===== config.mk =====
export PLATFORM = sky130hd
export DESIGN_NAME = bad_ctrl
export DESIGN_NICKNAME = d
export VERILOG_FILES = /design/src/rtl/core/bad_pkg.sv /design/src/rtl/core/bad_ctrl.sv
export SDC_FILE = /design/constraint.sdc
export NUM_CORES = 1
export LEC_CHECK = 0
export BUFFER_PORTS_ARGS = -buffer_cell sky130_fd_sc_hd__buf_4
export CORE_MARGIN = 3
export CORE_UTILIZATION = 45
export CTS_BUF_LIST = sky130_fd_sc_hd__clkbuf_2
export DETAILED_ROUTE_END_ITERATION = 12
export PLACE_DENSITY = 0.7
export SLEW_MARGIN = 20
export SYNTH_ARGS = -nofsm -noshare
export SYNTH_HDL_FRONTEND = slang
export SYNTH_SLANG_ARGS = --single-unit
export TNS_END_PERCENT = 20

===== constraint.sdc =====
create_clock -name clk_i -period 4.3 [get_ports clk_i]
set_clock_uncertainty 0.05 [all_clocks]
set_input_delay 1.29 -clock clk_i [delete_from_list [all_inputs] [get_ports clk_i]]
set_output_delay 1.29 -clock clk_i [all_outputs]
set_load 0.01 [all_outputs]

===== src/rtl/core/bad_pkg.sv =====
// shared types and constants for the box average downscaler
// no dependencies
package bad_pkg;

  localparam int unsigned SampleW = 16;
  localparam int unsigned SumW    = 24;
  localparam int unsigned NumCh   = 4;

  localparam logic [1:0] CfgFactor   = 2'd0;
  localparam logic [1:0] CfgWidth    = 2'd1;
  localparam logic [1:0] CfgHeight   = 2'd2;
  localparam logic [1:0] CfgChannels = 2'd3;

  // controller to datapath commands
  typedef struct packed {
    logic       capture;    // load input pixel into stage registers
    logic       active;     // pixel lies in a full block
    logic       first_col;  // first column of a block
    logic       close_col;  // last column of a block: touch row store
    logic       first_row;  // first row of a block
    logic       last_row;   // last row of a block: emit result
    logic       row_end;
    logic       frame_end;
  } bad_cmd_t;

  // datapath to controller status
  typedef struct packed {
    logic busy;       // divider or store access in progress
    logic out_full;   // output register holds a result
  } bad_sts_t;

endpackage


===== src/rtl/core/bad_ctrl.sv =====
// controller: raster position counters, block tracking and item sequencing
// depends on bad_pkg
module bad_ctrl #(
  parameter int unsigned MaxWidth  = 4096,
  parameter int unsigned MaxFactor = 16
) (
  input  logic                      clk_i,
  input  logic                      rst_ni,
  input  logic                      restart_i,
  input  logic [$clog2(MaxFactor+1)-1:0] factor_i,
  input  logic [$clog2(MaxWidth+1)-1:0]  width_i,
  input  logic [$clog2(MaxWidth+1)-1:0]  height_i,
  input  logic [$clog2(MaxWidth+1)-1:0]  nbx_i,
  input  logic [$clog2(MaxWidth+1)-1:0]  lim_x_i,
  input  logic [$clog2(MaxWidth+1)-1:0]  lim_y_i,
  input  logic [$clog2(MaxWidth+1)-1:0]  nby_i,
  input  logic                      in_valid_i,
  output logic                      in_ready_o,
  input  bad_pkg::bad_sts_t         sts_i,
  output bad_pkg::bad_cmd_t         cmd_o,
  output logic [$clog2(MaxWidth)-1:0] block_col_o
);

  localparam int unsigned PW = $clog2(MaxWidth+1);
  localparam int unsigned FW = $clog2(MaxFactor+1);
  localparam int unsigned BW = $clog2(MaxWidth);

  localparam logic StIdle = 1'b0;
  localparam logic StWork = 1'b1;

  logic          state_q, state_d;
  logic [PW-1:0] col_q, row_q, bcol_q, brow_q;
  logic [FW-1:0] ibc_q, ibr_q;
  logic          take;

  assign in_ready_o = (state_q == StIdle) && !sts_i.busy && !sts_i.out_full;
  assign take = in_valid_i && in_ready_o;

  always_comb begin
    cmd_o = '0;
    cmd_o.capture   = take;
    cmd_o.active    = (col_q < lim_x_i) && (row_q < lim_y_i);
    cmd_o.first_col = (ibc_q == '0);
    cmd_o.close_col = ({{(PW-FW){1'b0}}, ibc_q} + PW'(1) >= PW'(factor_i));
    cmd_o.first_row = (ibr_q == '0);
    cmd_o.last_row  = ({{(PW-FW){1'b0}}, ibr_q} + PW'(1) >= PW'(factor_i));
    cmd_o.row_end   = (bcol_q + PW'(1) == nbx_i);
    cmd_o.frame_end = cmd_o.row_end && (brow_q + PW'(1) == nby_i);
    state_d = state_q;
    case (state_q)
      StIdle: if (take) state_d = StWork;
      StWork: state_d = StIdle;
      default: state_d = StIdle;
    endcase
  end

  assign block_col_o = bcol_q[BW-1:0];

  always_ff @(posedge clk_i or negedge rst_ni) begin
    if (!rst_ni) begin
      state_q <= StIdle;
      col_q <= '0; row_q <= '0; bcol_q <= '0; brow_q <= '0;
      ibc_q <= '0; ibr_q <= '0;
    end else if (restart_i) begin
      state_q <= StIdle;
      col_q <= '0; row_q <= '0; bcol_q <= '0; brow_q <= '0;
      ibc_q <= '0; ibr_q <= '0;
    end else begin
      state_q <= state_d;
      if (take) begin
        if (col_q + PW'(1) >= width_i) begin
          col_q <= '0; ibc_q <= '0; bcol_q <= '0;
          if (row_q + PW'(1) >= height_i) begin
            row_q <= '0; ibr_q <= '0; brow_q <= '0;
          end else begin
            row_q <= row_q + PW'(1);
            if (cmd_o.last_row) begin
              ibr_q <= '0; brow_q <= brow_q + PW'(1);
            end else begin
              ibr_q <= ibr_q + FW'(1);
            end
          end
        end else begin
          col_q <= col_q + PW'(1);
          if (cmd_o.close_col) begin
            ibc_q <= '0; bcol_q <= bcol_q + PW'(1);
          end else begin
            ibc_q <= ibc_q + FW'(1);
          end
        end
      end
    end
  end

endmodule


==> impl_results.md <==
* Avg WL per Cell at 14.6 µm
* Synth Area in XOR/XNOR at 9.57%
* Largest family of logic cells by synthesized area: simple AND/OR/NAND/NOR gates
* Area share of fa/ha/maj cells after synthesis at 14.8%
* Leakage at 3.50 nW
* Clock slew at reported path FFs at 160 ps
* Switch Pwr at 0.557 mW
* Seq/Total Area, Yosys at 27.3%
* Max_slew headroom at 43.7%
* Tmin final at 4330 ps
* Die X at 119 µm
* Worst reg2reg endpoint: bcol_q[3]
* DP HPWL at 10800 µm
* Mapped Area at 5760 µm²
* Arrival time worst endpoint at 2990 ps
* Max clock buf depth at 2
* P_int at 0.973 mW
* Post-synth ARST share at 100%
* Power Dens Cells at 223 nW/µm²
* Worst Tran Pin Value at 844 ps
* Gr usage total at 20.1%
* Clk_lat worst skew at 470 ps
* VDD IR max at 0.0940 mV
* Post-synth EDFFs at 0
* Htree depth at 3
* Maximum number of pins on one net before global-route repair at 64
* Hold endpoint: bcol_q[12]
* Area after DPL at 6680 µm²
* Crit path max fanout at 2
* Required time of the worst setup path at 2960 ps
* Total grt overflow at 0
* Drt pass-1 iters at 5
* Ys Warns at 0
* Final worst slack at -32.5 ps
* Hold_sp: bcol_q[12]
* Iter 0 DRT Violations at 337
* Final instance area at 6870 µm²
* Vias in the first global route at 5330
* Drt total wl at 14400 µm
* Vias per cell at 5.44
* First-pass GRT wire length at 24100 µm
* Post-synthesis simple-gate area fraction at 21.3%
* Area Growth Syn to Fin at 19.1%
* Final Cycle Share at 101%
* Mux contribution to synthesized area at 0.955%
* Fill cells at 1185
* Critical path class: in -> out
* Via count at 5352
* Initial Utilization at 47.0%
* Port Buf Inserts at 109
* Hold Fails Final Rpt at 0
* Maximum operating frequency at 231 MHz
* Netlist cell types at 54
* Initial antenna violation count at 0
* Row cnt at 40
* Final Max Slew Viols at 0
* Synth Register Bits at 63
* Post-CTS Hold Buffers at 0
* Flop pwr share at 45.2%
* Status: complete, but fails checks
* Layout cell share with drive strength beyond 1 at 20.6%
* Max cap viols at 0
* Sw Ratio at 36.4%
* Hold depth at 1
* CTS tree: done
* Worst R2R Start: col_q[1]
* DRC at 0
* Setup crit end kind: primary output
* Synth Area per Inst at 8.15 µm²
* Final net count at 969
* Hold WC Path Type: reg -> reg
* Worst R2R Path Depth at 13
* Synth Flop Type: dfrtp_1
* Total CTS buffers at 9
* Post-route ant nets at 0
* Cells after synthesis at 707
* Reg-to-reg setup timing slack at 380 ps
* Boundary pin count at 110
* Post-synthesis compound-gate area fraction at 17.9%
* Root Buffer: clkbuf_2
* GP Congestion at 0.831
* Startpoint Class: input port
* Num Clock Sinks at 63
* Die Span Y at 119 µm
* Die ar. at 14200 µm²
* RSZ-0062 raised after global routing: true
* Combinational share of power at 36.8%
* Core area at 12300 µm²
* Setup Total Neg Slack at -32.5 ps
* # diodes at 0
* Clock Power Share at 17.9%
* Failing checks: negative setup slack
* Syn Nets at 864
* Setup violators final at 1
==> area by class of cell <==
type                            count  area (µm²)  area share (%)
Clock buffer                       11        55.1           0.802
Clock inverter                      3        12.5           0.182
Inverter                           71         267            3.88
Multi-Input combinational cell    536        3760            54.7
Sequential cell                    63        1580            23.1
Tap cell                          168         210            3.06
Timing Repair Buffer              131         983            14.3
==> placed cells by master (no fill, tap or decap), drive strengths merged, types with 2 or more instances in the layout <==
cell type,instances
nand3,32
a31oi,7
ha,68
and2,5
clkinv,3
or3,2
dfrtp,63
o21ai,61
o21bai,2
o2bb2ai,2
a21oi,26
nor4b,3
o22ai,4
a21o,9
nand2b,16
o31ai,8
nor2,55
a211oi,5
nor3,19
nand4,15
or2,2
a22oi,3
nand2,56
buf,131
nor4,8
and3,11
clkbuf,11
o2111ai,2
mux2,4
a22o,25
nor2b,11
inv,71
xor2,27
xnor2,36
==> registers in the layout (all words and copies together) (netlist names) <==
signal   flops
row_q       13
bcol_q      13
state_q      1
ibc_q        5
ibr_q        5
col_q       13
brow_q      13
==> power groups by stage <==
stage          sequential (mW)  clock (mW)  combinational (mW)
2_1_floorplan            0.686           0               0.345
3_3_place_gp             0.698           0               0.535
3_5_place_dp             0.702           0               0.559
4_1_cts                  0.690       0.288               0.567
5_1_grt                  0.700       0.316               0.641
6_report                 0.692       0.274               0.564
==> through the flow <==
step | hold slack, ps | utilization, % | std cells | power [mW] | setup slack (ps)
detailed placement | 451 | 54.5 | 959 | 1.26 | -88.7
global placement | 433 | 54.5 | 959 | 1.23 | -34.4
finish | 466 | 56.0 | 983 | 1.53 | -32.5
floorplan | 419 | - | 707 | 1.03 | 331
global route | 511 | 56.0 | 983 | 1.66 | -150
CTS | 472 | 55.3 | 974 | 1.54 | 27.7
==> repair_timing <==
action                                  in CTS  in global routing
resized for setup                            7                  6
pin swaps                                    0                  7
endpoints found under the setup margin       2                  2
buffers inserted                             1                  9
==> cell usage after synthesis (3+ instances only) <==
master / n / area [µm²]
inv_1: 71 / 267
ha_1: 68 / 851
dfrtp_1: 63 / 1580
o21ai_0: 59 / 295
nand2_1: 56 / 210
nor2_1: 53 / 199
xnor2_1: 36 / 315
nand3_1: 31 / 155
xor2_1: 27 / 236
a21oi_1: 25 / 125
a22o_1: 25 / 219
nor3_1: 18 / 90.1
buf_4: 16 / 120
clkbuf_1: 16 / 60.1
nand2b_1: 16 / 100
nand4_1: 14 / 87.6
and3_1: 11 / 68.8
nor2b_1: 11 / 68.8
a21o_1: 9 / 67.6
o31ai_1: 8 / 60.1
a31oi_1: 7 / 43.8
nor4_1: 6 / 37.5
a211oi_1: 5 / 37.5
and2_1: 5 / 31.3
buf_2: 5 / 25.0
mux2_2: 4 / 45.0
o22ai_1: 4 / 25.0
a22oi_1: 3 / 22.5
nor4b_1: 3 / 26.3
==> metal layers <==
metal | wire length (µm) | track usage [%] | vias up | share of wire (%)
li1 | - | - | 2672 | -
met4 | 196 | 5.14 | 0 | 1.4
met3 | 733 | 3.99 | 18 | 5.1
met1 | 6440 | 26.5 | 2518 | 45
met2 | 7020 | 33.8 | 144 | 49
met5 | 0 | 0 | - | 0
==> worst max-delay path by stage <==
stage	from	endpoint	slack, ps	depth (start not counted)
final	nbx_i[3]	cmd_o[0]	-30	9
after global routing	bcol_q[1]	cmd_o[0]	-150	9
after CTS	lim_y_i[1]	cmd_o[6]	30	10
after detailed placement	lim_y_i[1]	cmd_o[6]	-90	10
after global placement	lim_y_i[1]	cmd_o[6]	-30	10
after floorplan	lim_y_i[1]	cmd_o[6]	330	8
==> cell families (layout without fill, tap and decap cells) <==
logic type	count (synthesis)	count (layout)
multiplexers	5	5
AO/OA/AOI/OAI	161	161
adder cells (fa/ha/maj)	68	68
flip-flops	63	63
AND/OR/NAND/NOR	239	239
buffers and inverters	108	216
XOR/XNOR	63	63
==> worst max-delay path, cell delays in order <==
cell	delay, ps
buf_4	110
xor2_1	160
xnor2_1	130
o2111ai_1	110
nor3_1	210
nand4_1	210
nor4_4	390
o2111a_1	260
buf_4	120
Power figures use the tool's default switching activity.
